File: src/design/wce_pkg.sv
`timescale 1ns / 1ps
`default_nettype none

package wce_pkg;

    localparam int DEF_MAX_DIM     = 8;
    localparam int DEF_MAX_SAMPLES = 256;

    localparam int SAMPLE_W = 16;
    localparam int TOT_W    = 24;
    localparam int VAL_W    = 48;
    localparam int MEAN_W   = 17;

    localparam logic [1:0] FN_LOAD   = 2'd0;
    localparam logic [1:0] FN_FINISH = 2'd1;
    localparam logic [1:0] FN_MEAN   = 2'd2;
    localparam logic [1:0] FN_MATRIX = 2'd3;

    localparam logic [1:0] ST_OK      = 2'd0;
    localparam logic [1:0] ST_ZERO_WT = 2'd1;
    localparam logic [1:0] ST_EMPTY   = 2'd2;

    typedef enum logic [4:0] {
        OP_NONE,
        OP_LOAD,
        OP_FIN_EMPTY,
        OP_FIN_START,
        OP_WSUM,
        OP_CLEAR,
        OP_ACC_CLR,
        OP_MEAN_ACC,
        OP_DEV_K,
        OP_PROD,
        OP_MAT_ACC,
        OP_DIV_START,
        OP_MEAN_WR,
        OP_MAT_WR,
        OP_RES_CONST,
        OP_RES_MEAN,
        OP_RES_MAT
    } dp_op_t;

    typedef struct packed {
        dp_op_t     op;
        logic       capture;
        logic       div_mean;
        logic [1:0] res_status;
    } dp_cmd_t;

    typedef struct packed {
        logic full;
        logic empty;
        logic tot_zero;
        logic div_busy;
    } dp_status_t;

endpackage

`default_nettype wire

File: src/design/wce_ctrl.sv
`timescale 1ns / 1ps
`default_nettype none

module wce_ctrl #(
    parameter int MAX_DIM     = wce_pkg::DEF_MAX_DIM,
    parameter int MAX_SAMPLES = wce_pkg::DEF_MAX_SAMPLES,
    localparam int IDXW = (MAX_DIM > 1) ? $clog2(MAX_DIM) : 1,
    localparam int DIMW = $clog2(MAX_DIM + 1),
    localparam int WAW  = $clog2(MAX_SAMPLES),
    localparam int CNTW = $clog2(MAX_SAMPLES + 1)
) (
    input  wire logic                 clk,
    input  wire logic                 rst_n,
    input  wire logic                 in_valid,
    output logic                      in_stall,
    input  wire logic [1:0]           func,
    output logic                      out_valid,
    input  wire logic                 out_stall,
    input  wire logic [DIMW-1:0]      act_dim,
    input  wire wce_pkg::dp_status_t  stat,
    input  wire logic [CNTW-1:0]      count,
    output wce_pkg::dp_cmd_t          cmd,
    output logic [WAW-1:0]            s_idx,
    output logic [IDXW-1:0]           e_idx,
    output logic [IDXW-1:0]           mean_idx,
    output logic [IDXW-1:0]           k_idx,
    output logic [IDXW-1:0]           j_idx
);

    typedef enum logic [4:0] {
        S_IDLE,
        S_WS_RD,
        S_WS_ACC,
        S_WS_END,
        S_MN_START,
        S_MN_RD,
        S_MN_ACC,
        S_MN_DIV,
        S_MN_WAIT,
        S_MX_START,
        S_MX_RK,
        S_MX_RJ,
        S_MX_PROD,
        S_MX_ACC,
        S_MX_DIV,
        S_MX_WAIT,
        S_DLV,
        S_DLV_MEAN,
        S_RD_MAT,
        S_DLV_MAT
    } state_t;

    state_t           state_reg, state_next;
    logic [WAW-1:0]   s_reg, s_next;
    logic [IDXW-1:0]  k_reg, k_next;
    logic [IDXW-1:0]  j_reg, j_next;
    logic [CNTW-1:0]  n_reg, n_next;
    logic [1:0]       st_reg, st_next;
    logic             out_valid_reg, out_valid_next;
    logic             out_free;
    logic             s_last, k_last, j_last;

    assign out_free = !out_valid_reg || !out_stall;
    assign s_last   = ((CNTW'(s_reg) + CNTW'(1)) == n_reg);
    assign k_last   = ((DIMW'(k_reg) + DIMW'(1)) == act_dim);
    assign j_last   = ((DIMW'(j_reg) + DIMW'(1)) == act_dim);

    always_comb
    begin
        state_next     = state_reg;
        s_next         = s_reg;
        k_next         = k_reg;
        j_next         = j_reg;
        n_next         = n_reg;
        st_next        = st_reg;
        out_valid_next = out_valid_reg && out_stall;
        cmd.op         = wce_pkg::OP_NONE;
        cmd.capture    = (state_reg == S_IDLE);
        cmd.div_mean   = 1'b0;
        cmd.res_status = st_reg;
        e_idx          = k_reg;
        mean_idx       = k_reg;
        unique case (state_reg)
            S_IDLE:
            begin
                if (in_valid)
                begin
                    unique case (func)
                        wce_pkg::FN_LOAD:
                        begin
                            if (stat.full)
                            begin
                                st_next    = wce_pkg::ST_EMPTY;
                                state_next = S_DLV;
                            end
                            else
                            begin
                                cmd.op = wce_pkg::OP_LOAD;
                            end
                        end
                        wce_pkg::FN_FINISH:
                        begin
                            if (stat.empty)
                            begin
                                cmd.op     = wce_pkg::OP_FIN_EMPTY;
                                st_next    = wce_pkg::ST_EMPTY;
                                state_next = S_DLV;
                            end
                            else
                            begin
                                cmd.op     = wce_pkg::OP_FIN_START;
                                n_next     = count;
                                s_next     = '0;
                                state_next = S_WS_RD;
                            end
                        end
                        wce_pkg::FN_MEAN:   state_next = S_DLV_MEAN;
                        wce_pkg::FN_MATRIX: state_next = S_RD_MAT;
                        default:            state_next = S_IDLE;
                    endcase
                end
            end
            S_WS_RD:
            begin
                state_next = S_WS_ACC;
            end
            S_WS_ACC:
            begin
                cmd.op = wce_pkg::OP_WSUM;
                if (s_last)
                begin
                    state_next = S_WS_END;
                end
                else
                begin
                    s_next     = s_reg + WAW'(1);
                    state_next = S_WS_RD;
                end
            end
            S_WS_END:
            begin
                cmd.op = wce_pkg::OP_CLEAR;
                if (stat.tot_zero)
                begin
                    st_next    = wce_pkg::ST_ZERO_WT;
                    state_next = S_DLV;
                end
                else
                begin
                    k_next     = '0;
                    state_next = S_MN_START;
                end
            end
            S_MN_START:
            begin
                cmd.op     = wce_pkg::OP_ACC_CLR;
                s_next     = '0;
                state_next = S_MN_RD;
            end
            S_MN_RD:
            begin
                state_next = S_MN_ACC;
            end
            S_MN_ACC:
            begin
                cmd.op = wce_pkg::OP_MEAN_ACC;
                if (s_last)
                begin
                    state_next = S_MN_DIV;
                end
                else
                begin
                    s_next     = s_reg + WAW'(1);
                    state_next = S_MN_RD;
                end
            end
            S_MN_DIV:
            begin
                cmd.op       = wce_pkg::OP_DIV_START;
                cmd.div_mean = 1'b1;
                state_next   = S_MN_WAIT;
            end
            S_MN_WAIT:
            begin
                if (!stat.div_busy)
                begin
                    cmd.op = wce_pkg::OP_MEAN_WR;
                    if (k_last)
                    begin
                        k_next     = '0;
                        j_next     = '0;
                        state_next = S_MX_START;
                    end
                    else
                    begin
                        k_next     = k_reg + IDXW'(1);
                        state_next = S_MN_START;
                    end
                end
            end
            S_MX_START:
            begin
                cmd.op     = wce_pkg::OP_ACC_CLR;
                s_next     = '0;
                state_next = S_MX_RK;
            end
            S_MX_RK:
            begin
                state_next = S_MX_RJ;
            end
            S_MX_RJ:
            begin
                cmd.op     = wce_pkg::OP_DEV_K;
                e_idx      = j_reg;
                state_next = S_MX_PROD;
            end
            S_MX_PROD:
            begin
                cmd.op     = wce_pkg::OP_PROD;
                e_idx      = j_reg;
                mean_idx   = j_reg;
                state_next = S_MX_ACC;
            end
            S_MX_ACC:
            begin
                cmd.op = wce_pkg::OP_MAT_ACC;
                if (s_last)
                begin
                    state_next = S_MX_DIV;
                end
                else
                begin
                    s_next     = s_reg + WAW'(1);
                    state_next = S_MX_RK;
                end
            end
            S_MX_DIV:
            begin
                cmd.op     = wce_pkg::OP_DIV_START;
                state_next = S_MX_WAIT;
            end
            S_MX_WAIT:
            begin
                if (!stat.div_busy)
                begin
                    cmd.op = wce_pkg::OP_MAT_WR;
                    if (j_last)
                    begin
                        if (k_last)
                        begin
                            st_next    = wce_pkg::ST_OK;
                            state_next = S_DLV;
                        end
                        else
                        begin
                            k_next     = k_reg + IDXW'(1);
                            j_next     = '0;
                            state_next = S_MX_START;
                        end
                    end
                    else
                    begin
                        j_next     = j_reg + IDXW'(1);
                        state_next = S_MX_START;
                    end
                end
            end
            S_DLV:
            begin
                if (out_free)
                begin
                    cmd.op         = wce_pkg::OP_RES_CONST;
                    out_valid_next = 1'b1;
                    state_next     = S_IDLE;
                end
            end
            S_DLV_MEAN:
            begin
                if (out_free)
                begin
                    cmd.op         = wce_pkg::OP_RES_MEAN;
                    out_valid_next = 1'b1;
                    state_next     = S_IDLE;
                end
            end
            S_RD_MAT:
            begin
                state_next = S_DLV_MAT;
            end
            S_DLV_MAT:
            begin
                if (out_free)
                begin
                    cmd.op         = wce_pkg::OP_RES_MAT;
                    out_valid_next = 1'b1;
                    state_next     = S_IDLE;
                end
            end
            default:
            begin
                state_next = S_IDLE;
            end
        endcase
    end

    always_ff @(posedge clk or negedge rst_n)
    begin
        if (!rst_n)
        begin
            state_reg     <= S_IDLE;
            s_reg         <= '0;
            k_reg         <= '0;
            j_reg         <= '0;
            n_reg         <= '0;
            st_reg        <= wce_pkg::ST_OK;
            out_valid_reg <= 1'b0;
        end
        else
        begin
            state_reg     <= state_next;
            s_reg         <= s_next;
            k_reg         <= k_next;
            j_reg         <= j_next;
            n_reg         <= n_next;
            st_reg        <= st_next;
            out_valid_reg <= out_valid_next;
        end
    end

    assign in_stall  = (state_reg != S_IDLE);
    assign out_valid = out_valid_reg;
    assign s_idx     = s_reg;
    assign k_idx     = k_reg;
    assign j_idx     = j_reg;

endmodule

`default_nettype wire

File: config.mk
export PLATFORM = sky130hd
export DESIGN_NAME = wce_ctrl
export DESIGN_NICKNAME = d
export VERILOG_FILES = /design/src/design/wce_pkg.sv /design/src/design/wce_ctrl.sv
export SDC_FILE = /design/constraint.sdc
export NUM_CORES = 1
export LEC_CHECK = 0
export BUFFER_PORTS_ARGS = -buffer_cell sky130_fd_sc_hd__buf_2
export CELL_PAD_IN_SITES_DETAIL_PLACEMENT = 1
export CELL_PAD_IN_SITES_GLOBAL_PLACEMENT = 2
export CORE_MARGIN = 2
export CORE_UTILIZATION = 34
export DETAILED_ROUTE_END_ITERATION = 16
export PLACE_DENSITY_LB_ADDON = 0.15
export RECOVER_POWER = 100
export SYNTH_ARGS = -nofsm -noshare
export SYNTH_HDL_FRONTEND = slang
export SYNTH_SLANG_ARGS = --single-unit
File: constraint.sdc
create_clock -name clk -period 4.62 [get_ports clk]
set_input_delay 0.462 -clock clk [delete_from_list [all_inputs] [get_ports clk]]
set_output_delay 0.462 -clock clk [all_outputs]
set_load 0.01 [all_outputs]
==> PnR_summary.wiki, run 1 <==
{| class="wikitable"
! Metric !! Value
|-
| Outcome || finished, violations left
|-
| Failing checks || max-capacitance violations, max-slew violations
|-
| Clock transition at the registers of the reported paths || 0.08 ns
|-
| Sort of element at the end of the critical path || output pin
|-
| Instance count of the mapped netlist || 301
|-
| Final cycle utilization of the critical path || 0.6949
|-
| Classification of the worst setup path || reg -> out
|-
| Sequential cell area fraction in the yosys report || 0.3105
|-
| Number of flip-flops in the largest register || 9
|-
| Hold WS || 0.3986 ns
|-
| FF+latch count, synth || 31
|-
| Tot GR Track Use || 0.1925
|-
| Top cells by instance count after synthesis || 38 x sky130_fd_sc_hd__nand2_1, 31 x sky130_fd_sc_hd__dfrtp_1, 20 x sky130_fd_sc_hd__a21oi_1
|-
| Maximum number of pins on one net before global-route repair || 32
|-
| HPWL Detailed || 5.506 mm
|-
| Startpoint of the most critical register-to-register path || state_reg[3]
|-
| Max Root-Sink Buffers || 2
|-
| Number of nets still failing antenna checks after routing || 0
|-
| Remaining DRCs || 0
|-
| Post-Route Setup TNS || 0 ns
|-
| Avg Vias per Cell || 5.439
|-
| Total overflow reported by the global router || 0
|-
| Most used flip-flop cell after synthesis || sky130_fd_sc_hd__dfrtp_1
|-
| Cell count after placement || 434
|-
| Final net count || 368
|-
| Critical Path Start Type || flop
|-
| Die boundary height || 89.73 µm
|-
| Cell type with the highest aggregate area in the netlist || sky130_fd_sc_hd__dfrtp_1
|-
| HP Start || count[7]
|-
| Req. time, crit path || 4.16 ns
|-
| Die extent in x || 89.73 µm
|-
| Number of H-tree levels || 2
|-
| Router iterations before antenna repair || 4
|-
| Final instance area || 0.002835 mm²
|-
| Slew at the pin with the worst max-slew slack || 1.822 ns
|-
| Max stage delay cell, worst path || sky130_fd_sc_hd__nor4_1
|-
| Number of buffers and inverters on the critical path || 1
|-
| Worst hold path type || in -> reg
|-
| Antenna violations before repair || 0
|-
| Rel. slew slack || -0.2148
|-
| CP Data Arrival Time || 2.75 ns
|-
| RD Place Congestion || 0.7461
|-
| Buffers inserted by post-CTS timing repair || 0
|-
| Number of placed I/O pins || 54
|-
| Worst VDD drop || 133.1 µV
|-
| Synth Cell Area || 0.002499 mm²
|-
| Port bufs || 53
|-
| Slew Viols, Final || 32
|-
| Hold violation total from the final report || 0
|-
| Cell types occupying the most area after synthesis || sky130_fd_sc_hd__dfrtp_1 31%, sky130_fd_sc_hd__mux2_2 7.2%, sky130_fd_sc_hd__nand2_1 5.7%
|-
| Initial core utilization || 0.3482
|-
| Max-capacitance violation count || 1
|-
| CP top delay family || simple AND/OR/NAND/NOR gates
|-
| Latest clock arrival within the worst-skew pair || 0.29 ns
|-
| Diodes inserted || 0
|-
| Number of buffers added by the clock tree synthesis step || 5
|-
| Vias post-DR || 2404
|-
| Share of post-route cells with drive strength above 1 || 0.1574
|-
| Hold Buf Count CTS || 0
|-
| Post-synthesis cell type count || 55
|-
| Post-route insts no fill || 442
|-
| Instance area at placement || 0.002778 mm²
|-
| Share of flip-flops with an asynchronous set or reset after synthesis || 1.000
|-
| Worst Skew || 0.01051 ns
|-
| Fraction of post-synthesis cell area in the top cell type by area || 0.3105
|-
| Via count of the first global-routing pass || 2469
|-
| Routed WL per cell || 16.99 µm
|-
| Mapped Avg Cell Area || 8.301 µm²
|-
| Wirelength, routed || 7.510 mm
|-
| Die ar. || 0.008051 mm²
|-
| Critical-path cell list || or2_2 -> nor4_1 -> and3_1 -> a32oi_1 -> o21ai_0 -> clkbuf_1
|-
| CTS sink count || 31
|-
| Synth warn || 0
|-
| Total power density per cell area || 466.5 mW/mm²
|-
| Peak fanout along the critical path || 21
|-
| Layout-stage area growth over the synthesis result || 13.47%
|-
| Clock tree from TritonCTS || yes
|-
| Cell with the most instances after synthesis || sky130_fd_sc_hd__nand2_1
|-
| Unrepaired setup endpoints after global routing || no
|-
| # rows || 31
|-
| Worst setup path start || state_reg[3]
|-
| CORE AREA || 0.007176 mm²
|-
| Achievable frequency || 311.5 MHz
|-
| Wire length of the first global-routing pass || 12.79 mm
|-
| Final standard cell utilization of the core || 0.3951
|-
| Leak pwr || 0.001138 µW
|-
| Synthesized Nets || 327
|-
| Endpoints failing setup || 0
|-
| Final worst path period need || 3.211 ns
|-
| Number of synthesized flops with an enable pin || 0
|-
| Violation count after the first detailed-routing iteration || 99
|-
| Number of fill cells in the layout || 896
|-
| Critical Path Max Stage Delay || 0.76 ns
|-
| Buffer cell driving the clock tree root || sky130_fd_sc_hd__clkbuf_8
|-
| Cts repair resizes || 0
|}
-- path summary, 6_finish.rpt --
check                             to  slack, ns  cells after the start
hold / removal              n_reg[7]       0.40                      2
max in group asynchronous   k_idx[2]       2.91                      1
min in group asynchronous   n_reg[7]       0.66                      1
setup reg to reg            n_reg[4]       1.62                      4
hold reg to reg            st_reg[0]       0.51                      1
setup / recovery              cmd[4]       1.41                      6
-- cells in the final DEF (no fill, tap or decap), drive strengths merged, types with 3 or more instances in the layout --
master,netlist,layout
a21o,3,3
a21oi,20,20
a22o,3,3
a31oi,6,6
and3,7,7
buf,7,21
clkbuf,12,39
dfrtp,31,31
ha,3,3
inv,8,8
mux2,16,16
nand2,38,38
nand2b,6,6
nand3,19,19
nor2,14,14
nor2b,5,5
nor3,10,10
nor4,4,4
o211ai,6,6
o21ai,17,17
or2,4,4
or4,5,5
xnor2,13,13
xor2,9,9
-- report_power, final --
group	switching, µW	internal, µW	leakage, µW	total [µW]
Clock	114	136	0.0000505	249
Sequential	155	344	0.000406	498
Combinational	333	242	0.000681	575
Total	601	721	0.00114	1320
-- per-stage QoR --
step	total power, µW	worst slack [ns]
after detailed placement	1097	1.787
after CTS	1357	1.489
final	1323	1.409
after global placement	1081	1.849
after floorplan	902.4	2.274
after global routing	1451	1.106
-- layout make-up --
cell class	instances	area [µm²]	share of cell area
Tap cell	99	123.9	0.04369
Clock buffer	7	96.34	0.03398
Timing Repair Buffer	53	225.2	0.07944
Clock inverter	1	7.507	0.002648
Sequential cell	31	775.7	0.2736
Inverter	9	33.78	0.01192
Multi-Input combinational cell	242	1573	0.5547
-- cell families (layout without fill, tap and decap cells) --
| kind of cell | Yosys count | after routing | synth area share |
|---|---|---|---|
| simple gates | 121 | 121 | 0.2549 |
| mux | 18 | 18 | 0.08012 |
| flops | 31 | 31 | 0.3105 |
| compound gates | 78 | 78 | 0.2048 |
| xor+xnor | 22 | 22 | 0.07712 |
| buf+inv | 28 | 70 | 0.05759 |
| fa+ha+maj | 3 | 3 | 0.01502 |
-- routing by layer --
metal / track usage / vias to the layer above / share of wire
met2: 0.2967 / 48 / 0.43
met3: 0.03521 / 5 / 0.040
met4: 0.04359 / 0 / 0.0079
li1: - / 1187 / -
met1: 0.2816 / 1164 / 0.52
met5: 0 / - / 0
Power figures use the tool's default switching activity.
==> run 2: changes to the inputs <==
--- a/config.mk
+++ b/config.mk
@@ -9,7 +9,7 @@
 export CELL_PAD_IN_SITES_DETAIL_PLACEMENT = 1
 export CELL_PAD_IN_SITES_GLOBAL_PLACEMENT = 2
 export CORE_MARGIN = 2
-export CORE_UTILIZATION = 34
+export CORE_UTILIZATION = 29
 export DETAILED_ROUTE_END_ITERATION = 16
 export PLACE_DENSITY_LB_ADDON = 0.15
 export RECOVER_POWER = 100
==> constraint.sdc (replaced) <==
create_clock -name clk -period 2.64 [get_ports clk]
set_input_delay 0.264 -clock clk [delete_from_list [all_inputs] [get_ports clk]]
set_output_delay 0.264 -clock clk [all_outputs]
set_load 0.01 [all_outputs]
==> run 2 against run 1 <==
The flow still finishes with violations (max-capacitance violations, max-slew violations). Register-to-register slack lost 1.4 ns. Global-route usage down 1.8 points. Clock power up 100%. Power up 91%. Count of clock-buffer cells in the layout down 1. Via count is 3.9% higher. Worst hold slack worse by 0.20 ns. Die area up 16%. Critical path depth increased by 2. Combinational power is 120% higher. Core utilization fell by 2.5 points. Sequential cell count unchanged.
==> PnR_summary.wiki, run 2 (synthesis gave the netlist of run 1 again) <==
{| class="wikitable"
! Metric !! Value
|-
| Outcome || finished, violations left
|-
| Failing checks || max-capacitance violations, max-slew violations
|-
| Via count of the first global-routing pass || 2667
|-
| Slew at the pin with the worst max-slew slack || 1.781 ns
|-
| Net switching fraction of the power || 0.4253
|-
| Clock tree from TritonCTS || yes
|-
| Switching component of the power || 1073 µW
|-
| Critical Path Max Stage Delay || 0.49 ns
|-
| CP Data Arrival Time || 2.67 ns
|-
| Worst VDD drop || 310.3 µV
|-
| HPWL Detailed || 6.160 mm
|-
| Diodes inserted || 0
|-
| Reg area || 777.0 µm²
|-
| Endpoints failing setup || 0
|-
| Hold WS || 0.2026 ns
|-
| Cell Int Power || 1449 µW
|-
| Initial core utilization || 0.3011
|-
| Wire length of the first global-routing pass || 13.44 mm
|-
| Number of H-tree levels || 2
|-
| Leak pwr || 0.001305 µW
|-
| CP most frequent cell || sky130_fd_sc_hd__nand3_1
|-
| Worst Skew || 0.009101 ns
|-
| CTS sink count || 31
|-
| Final worst path period need || 2.450 ns
|-
| Most frequent standard cell in the layout excluding fill and tap cells || sky130_fd_sc_hd__nand2_1
|-
| Flop pwr share || 0.303
|-
| Total overflow reported by the global router || 0
|-
| Peak fanout along the critical path || 10
|-
| Achievable frequency || 408.1 MHz
|-
| Req. time, crit path || 2.86 ns
|-
| Sort of element at the end of the critical path || flop
|-
| Critical-path cell list || ha_1 -> buf_4 -> nand3_1 -> a2111oi_0 -> a2111o_1 -> and3_2 -> or4_1 -> nand3_1
|-
| # rows || 33
|-
| Number of buffers and inverters on the critical path || 1
|-
| Die ar. || 0.009374 mm²
|-
| Share of post-route cells with drive strength above 1 || 0.2418
|-
| CORE AREA || 0.008299 mm²
|-
| Routed WL per cell || 16.75 µm
|-
| Worst hold path type || in -> reg
|-
| Port bufs || 53
|-
| Max Root-Sink Buffers || 2
|-
| Combinational share of power || 0.500
|-
| Avg Vias per Cell || 5.279
|-
| Vias post-DR || 2497
|-
| Max-capacitance violation count || 1
|-
| Antenna violations before repair || 0
|-
| Classification of the worst setup path || reg -> reg
|-
| Layout-stage area growth over the synthesis result || 22.78%
|-
| Critical Path Start Type || flop
|-
| Number of buffers added by the clock tree synthesis step || 5
|-
| Worst setup path start || s_idx[1]
|-
| Die boundary height || 96.82 µm
|-
| Maximum number of pins on one net before global-route repair || 32
|-
| Number of flip-flops in the largest register || 9
|-
| Clock transition at the registers of the reported paths || 0.08 ns
|-
| Violation count after the first detailed-routing iteration || 45
|-
| Number of placed I/O pins || 54
|-
| Wirelength, routed || 7.924 mm
|-
| Footprint of the multi-input gates || 0.001585 mm²
|-
| Latest clock arrival within the worst-skew pair || 0.29 ns
|-
| Slew Viols, Final || 32
|-
| Number of nets still failing antenna checks after routing || 0
|-
| Startpoint of the most critical register-to-register path || s_idx[1]
|-
| HP Start || count[1]
|-
| Buffer cell driving the clock tree root || sky130_fd_sc_hd__clkbuf_8
|-
| Rel. slew slack || -0.1876
|-
| Total power density per cell area || 822.1 mW/mm²
|-
| Max stage delay cell, worst path || sky130_fd_sc_hd__or4_1
|-
| RD Place Congestion || 0.7607
|-
| Unrepaired setup endpoints after global routing || no
|-
| Hold Buf Count CTS || 0
|-
| Final net count || 393
|-
| CP top delay family || simple AND/OR/NAND/NOR gates
|-
| Clock power frac || 0.197
|-
| Die extent in x || 96.82 µm
|-
| Number of fill cells in the layout || 1037
|-
| Router iterations before antenna repair || 4
|-
| Final cycle utilization of the critical path || 0.9282
|-
| Remaining DRCs || 0
|-
| Tot GR Track Use || 0.1747
|-
| Post-Route Setup TNS || 0 ns
|-
| Hold violation total from the final report || 0
|-
| Commonest cells after routing, fill and taps aside || 38 x sky130_fd_sc_hd__nand2_1, 31 x sky130_fd_sc_hd__buf_2, 30 x sky130_fd_sc_hd__dfrtp_1
|}
## run 2: changes by cell type in the layout (fill, tap and decap cells not counted), sizes merged
cell      change
bufinv        +1
clkbuf        -6
clkinvlp      -1
buf          +30
clkinv        +1
## run 2: per-stage QoR
| stage | area [µm²] | util | instances | setup slack [ns] | power, µW |
|---|---|---|---|---|---|
| after floorplan | 2499 | - | 301 | 0.2942 | 1579 |
| after global placement | 2985 | 0.3597 | 465 | 0.2423 | 2060 |
| after detailed placement | 2985 | 0.3597 | 465 | 0.1584 | 2075 |
| after CTS | 3103 | 0.3739 | 473 | 0.08133 | 2588 |
| after global routing | 3068 | 0.3697 | 473 | 0.06679 | 2734 |
| final | 3068 | 0.3697 | 473 | 0.1895 | 2522 |
## run 2: what timing repair did
item	in CTS	in global routing
resized for setup	0	3
buffers inserted	0	0
setup endpoints to repair	0	9
## run 2: path summary, 6_finish.rpt
kind	slack [ns]	cells past startpoint	end
min	0.20	2	n_reg[1]
min reg2reg	0.50	1	st_reg[0]
max in group asynchronous	1.04	1	state_reg[1]
max reg2reg	0.19	8	s_idx[7]
min in group asynchronous	0.45	1	n_reg[7]
max	0.19	8	s_idx[7]
## run 2: area by class of cell
class                   count  area share
multi-input cells         242      0.5167
well taps                 105     0.04282
repair buffers             78      0.1378
flip-flops and latches     31      0.2533
clock buffers               6     0.02692
inverters                   9     0.01101
clock inverters             2     0.01142
## run 2: routing by layer
layer  track usage  vias up  routed length (µm)
li1              -     1228                   -
met1        0.2177     1227                3635
met2        0.3146       34                3985
met3       0.02746        8                 194
met4       0.04225        0                 108
met5             0        -                   0
## run 2: worst register-to-register path: stages (launching register included)
cell and delay (ns):
sky130_fd_sc_hd__dfrtp_1 0.43, sky130_fd_sc_hd__ha_1 0.21, sky130_fd_sc_hd__buf_4 0.17, sky130_fd_sc_hd__nand3_1 0.16, sky130_fd_sc_hd__a2111oi_0 0.10, sky130_fd_sc_hd__a2111o_1 0.45, sky130_fd_sc_hd__and3_2 0.28, sky130_fd_sc_hd__or4_1 0.49
sky130_fd_sc_hd__nand3_1 0.09
## run 2: power groups by stage
stage                     Sequential (µW)  Combinational (µW)  Clock [µW]
after floorplan                       723                 857           0
after global placement                768                1290           0
after detailed placement              774                1300           0
after CTS                             766                1310         514
after global routing                  789                1410         536
final                                 763                1260         497
==> run 3: changes to the inputs <==
--- a/config.mk
+++ b/config.mk
@@ -5,12 +5,14 @@
 export SDC_FILE = /design/constraint.sdc
 export NUM_CORES = 1
 export LEC_CHECK = 0
+export ABC_AREA = 0
 export BUFFER_PORTS_ARGS = -buffer_cell sky130_fd_sc_hd__buf_2
 export CELL_PAD_IN_SITES_DETAIL_PLACEMENT = 1
 export CELL_PAD_IN_SITES_GLOBAL_PLACEMENT = 2
 export CORE_MARGIN = 2
 export CORE_UTILIZATION = 29
 export DETAILED_ROUTE_END_ITERATION = 16
+export GPL_TIMING_DRIVEN = 0
 export PLACE_DENSITY_LB_ADDON = 0.15
 export RECOVER_POWER = 100
 export SYNTH_ARGS = -nofsm -noshare
==> run 3 against run 2 <==
The run still ends with max-capacitance violations, max-slew violations left. Clock power is 22% lower. Largest power group unchanged. Via count is essentially flat. Sequential power fell by 3.0%. Die area is the same. Register-to-register slack lost 0.06 ns. Highest routed layer unchanged. Fmax is 2.3% lower. Critical path depth grew 1. First-iteration DRC count is 53% higher.
==> PnR_summary.wiki, run 3 (synthesis gave the netlist of run 1 again) <==
{| class="wikitable"
! Metric !! Value
|-
| CP Data Arrival Time || 2.73 ns
|-
| Most frequent standard cell in the layout excluding fill and tap cells || sky130_fd_sc_hd__buf_2
|-
| Critical Path Start Type || flop
|-
| Die boundary height || 96.82 µm
|-
| Max Root-Sink Buffers || 2
|-
| Number of nets still failing antenna checks after routing || 0
|-
| Peak fanout along the critical path || 10
|-
| Hold Crit Depth || 2
|-
| # rows || 33
|-
| Req. time, crit path || 2.86 ns
|-
| Final instance area || 0.003013 mm²
|-
| Wirelength, routed || 7.983 mm
|-
| Remaining DRCs || 0
|-
| Number of flip-flops in the largest register || 9
|-
| Clock tree from TritonCTS || yes
|-
| Sort of element at the end of the critical path || flop
|-
| Post-Route Setup TNS || 0 ns
|-
| Latest clock arrival within the worst-skew pair || 0.28 ns
|-
| CTS sink count || 31
|-
| Maximum number of pins on one net before global-route repair || 32
|-
| Die ar. || 0.009374 mm²
|-
| Worst VDD drop || 240.5 µV
|-
| Number of buffers added by the clock tree synthesis step || 5
|-
| Worst hold path type || in -> reg
|-
| Clock transition at the registers of the reported paths || 0.07 ns
|-
| Outcome || finished, violations left
|-
| Layout-stage area growth over the synthesis result || 20.58%
|-
| HPWL Detailed || 6.103 mm
|-
| Antenna violations before repair || 0
|-
| Vias post-DR || 2496
|-
| Hold Buf Count CTS || 0
|-
| Buffers inserted by post-CTS timing repair || 0
|-
| Classification of the worst setup path || reg -> reg
|-
| Router iterations before antenna repair || 4
|-
| Avg Vias per Cell || 5.368
|-
| Final worst path period need || 2.508 ns
|-
| Hold WS || 0.2130 ns
|-
| Unrepaired setup endpoints after global routing || yes
|-
| RD Place Congestion || 0.8109
|-
| Rel. slew slack || -0.2013
|-
| Total overflow reported by the global router || 0
|-
| Number of H-tree levels || 2
|-
| Share of post-route cells with drive strength above 1 || 0.2611
|-
| Slew Viols, Final || 32
|-
| Violation count after the first detailed-routing iteration || 69
|-
| Tot GR Track Use || 0.1676
|-
| Number of fill cells in the layout || 1017
|-
| Number of placed I/O pins || 54
|-
| Endpoint of the worst hold-timing path || n_reg[8]
|-
| Reg2reg end || s_idx[3]
|-
| Hold violation total from the final report || 0
|-
| Total power density per cell area || 795.6 mW/mm²
|-
| Worst Skew || 0.01042 ns
|-
| Final net count || 386
|-
| Buffer cell driving the clock tree root || sky130_fd_sc_hd__clkbuf_8
|-
| Instance area at placement || 0.002895 mm²
|-
| Initial core utilization || 0.3011
|-
| Die extent in x || 96.82 µm
|-
| Diodes inserted || 0
|-
| Slew at the pin with the worst max-slew slack || 1.802 ns
|-
| Register-to-Register Setup Slack || 0.13 ns
|-
| Via count of the first global-routing pass || 2554
|-
| Wire length of the first global-routing pass || 13.01 mm
|-
| Achievable frequency || 398.7 MHz
|-
| Final cycle utilization of the critical path || 0.9502
|-
| Max-capacitance violation count || 1
|-
| Commonest cells after routing, fill and taps aside || 41 x sky130_fd_sc_hd__buf_2, 38 x sky130_fd_sc_hd__nand2_1, 29 x sky130_fd_sc_hd__dfrtp_1
|-
| Startpoint of the most critical register-to-register path || s_idx[0]
|-
| Leak pwr || 0.001276 µW
|-
| Endpoints failing setup || 0
|-
| Routed WL per cell || 17.17 µm
|-
| CORE AREA || 0.008299 mm²
|-
| Port bufs || 53
|-
| Worst R2R Path Depth || 9
|-
| HP Start || count[8]
|-
| Failing checks || max-capacitance violations, max-slew violations
|}
==> run 3: worst max-delay path, stage by stage, from the launching register on <==
cell	delay, ns
sky130_fd_sc_hd__dfrtp_2	0.48
sky130_fd_sc_hd__ha_1	0.23
sky130_fd_sc_hd__buf_2	0.20
sky130_fd_sc_hd__xor2_1	0.18
sky130_fd_sc_hd__nor4b_1	0.07
sky130_fd_sc_hd__a2111o_1	0.39
sky130_fd_sc_hd__and3_1	0.17
sky130_fd_sc_hd__buf_6	0.14
sky130_fd_sc_hd__or4_1	0.48
sky130_fd_sc_hd__nand3_1	0.10
==> run 3: layer usage <==
layer  routed length, µm  up-vias  global-route usage
met3                 173        2             0.02384
met2                3897       28              0.2927
met1                3876     1244              0.2225
met5                   0        -                   0
met4                  36        0             0.02925
li1                    -     1222                   -
==> run 3: power breakdown <==
group          leakage (µW)  switching (µW)  internal, µW  total (µW)
clock network     0.0000470             182           205         387
logic              0.000826             773           497        1270
registers          0.000404             132           609         740
==> run 3: area by class of cell <==
type / count / area [µm²] / share of cell area
Tap cell: 105 / 131.4 / 0.04360
Timing Repair Buffer: 53 / 245.2 / 0.08140
Inverter: 9 / 37.54 / 0.01246
Multi-Input combinational cell: 242 / 1618 / 0.5370
Clock buffer: 6 / 82.58 / 0.02741
Buffer: 18 / 115.1 / 0.03821
Clock inverter: 1 / 5.005 / 0.001661
Sequential cell: 31 / 778.2 / 0.2583
==> run 3: worst max path at each step <==
stage | depth (start not counted) | slack [ns] | end | start
6_report | 9 | 0.13 | s_idx[3] | s_idx[0]
5_1_grt | 8 | -0.02 | cmd[6] | state_reg[1]
4_1_cts | 9 | 0.02 | s_idx[5] | s_idx[0]
3_5_place_dp | 6 | -0.01 | j_idx[0] | k_idx[0]
3_3_place_gp | 7 | 0.03 | state_reg[0] | k_idx[0]
2_1_floorplan | 9 | 0.29 | s_idx[5] | s_idx[0]
==> run 3: repair_timing <==
| action | CTS | global route |
|---|---|---|
| gates resized for setup | 7 | 13 |
| endpoints found under the setup margin | 8 | 22 |
| gates cloned | 0 | 0 |
==> run 3: stage by stage <==
stage	instances	util	power [µW]	setup slack, ns
2_1_floorplan	301	-	1579	0.2942
3_3_place_gp	459	0.3489	1986	0.02843
3_5_place_dp	459	0.3489	1995	-0.01343
4_1_cts	466	0.3620	2405	0.02139
5_1_grt	465	0.3630	2585	-0.02304
6_report	465	0.3630	2397	0.1315
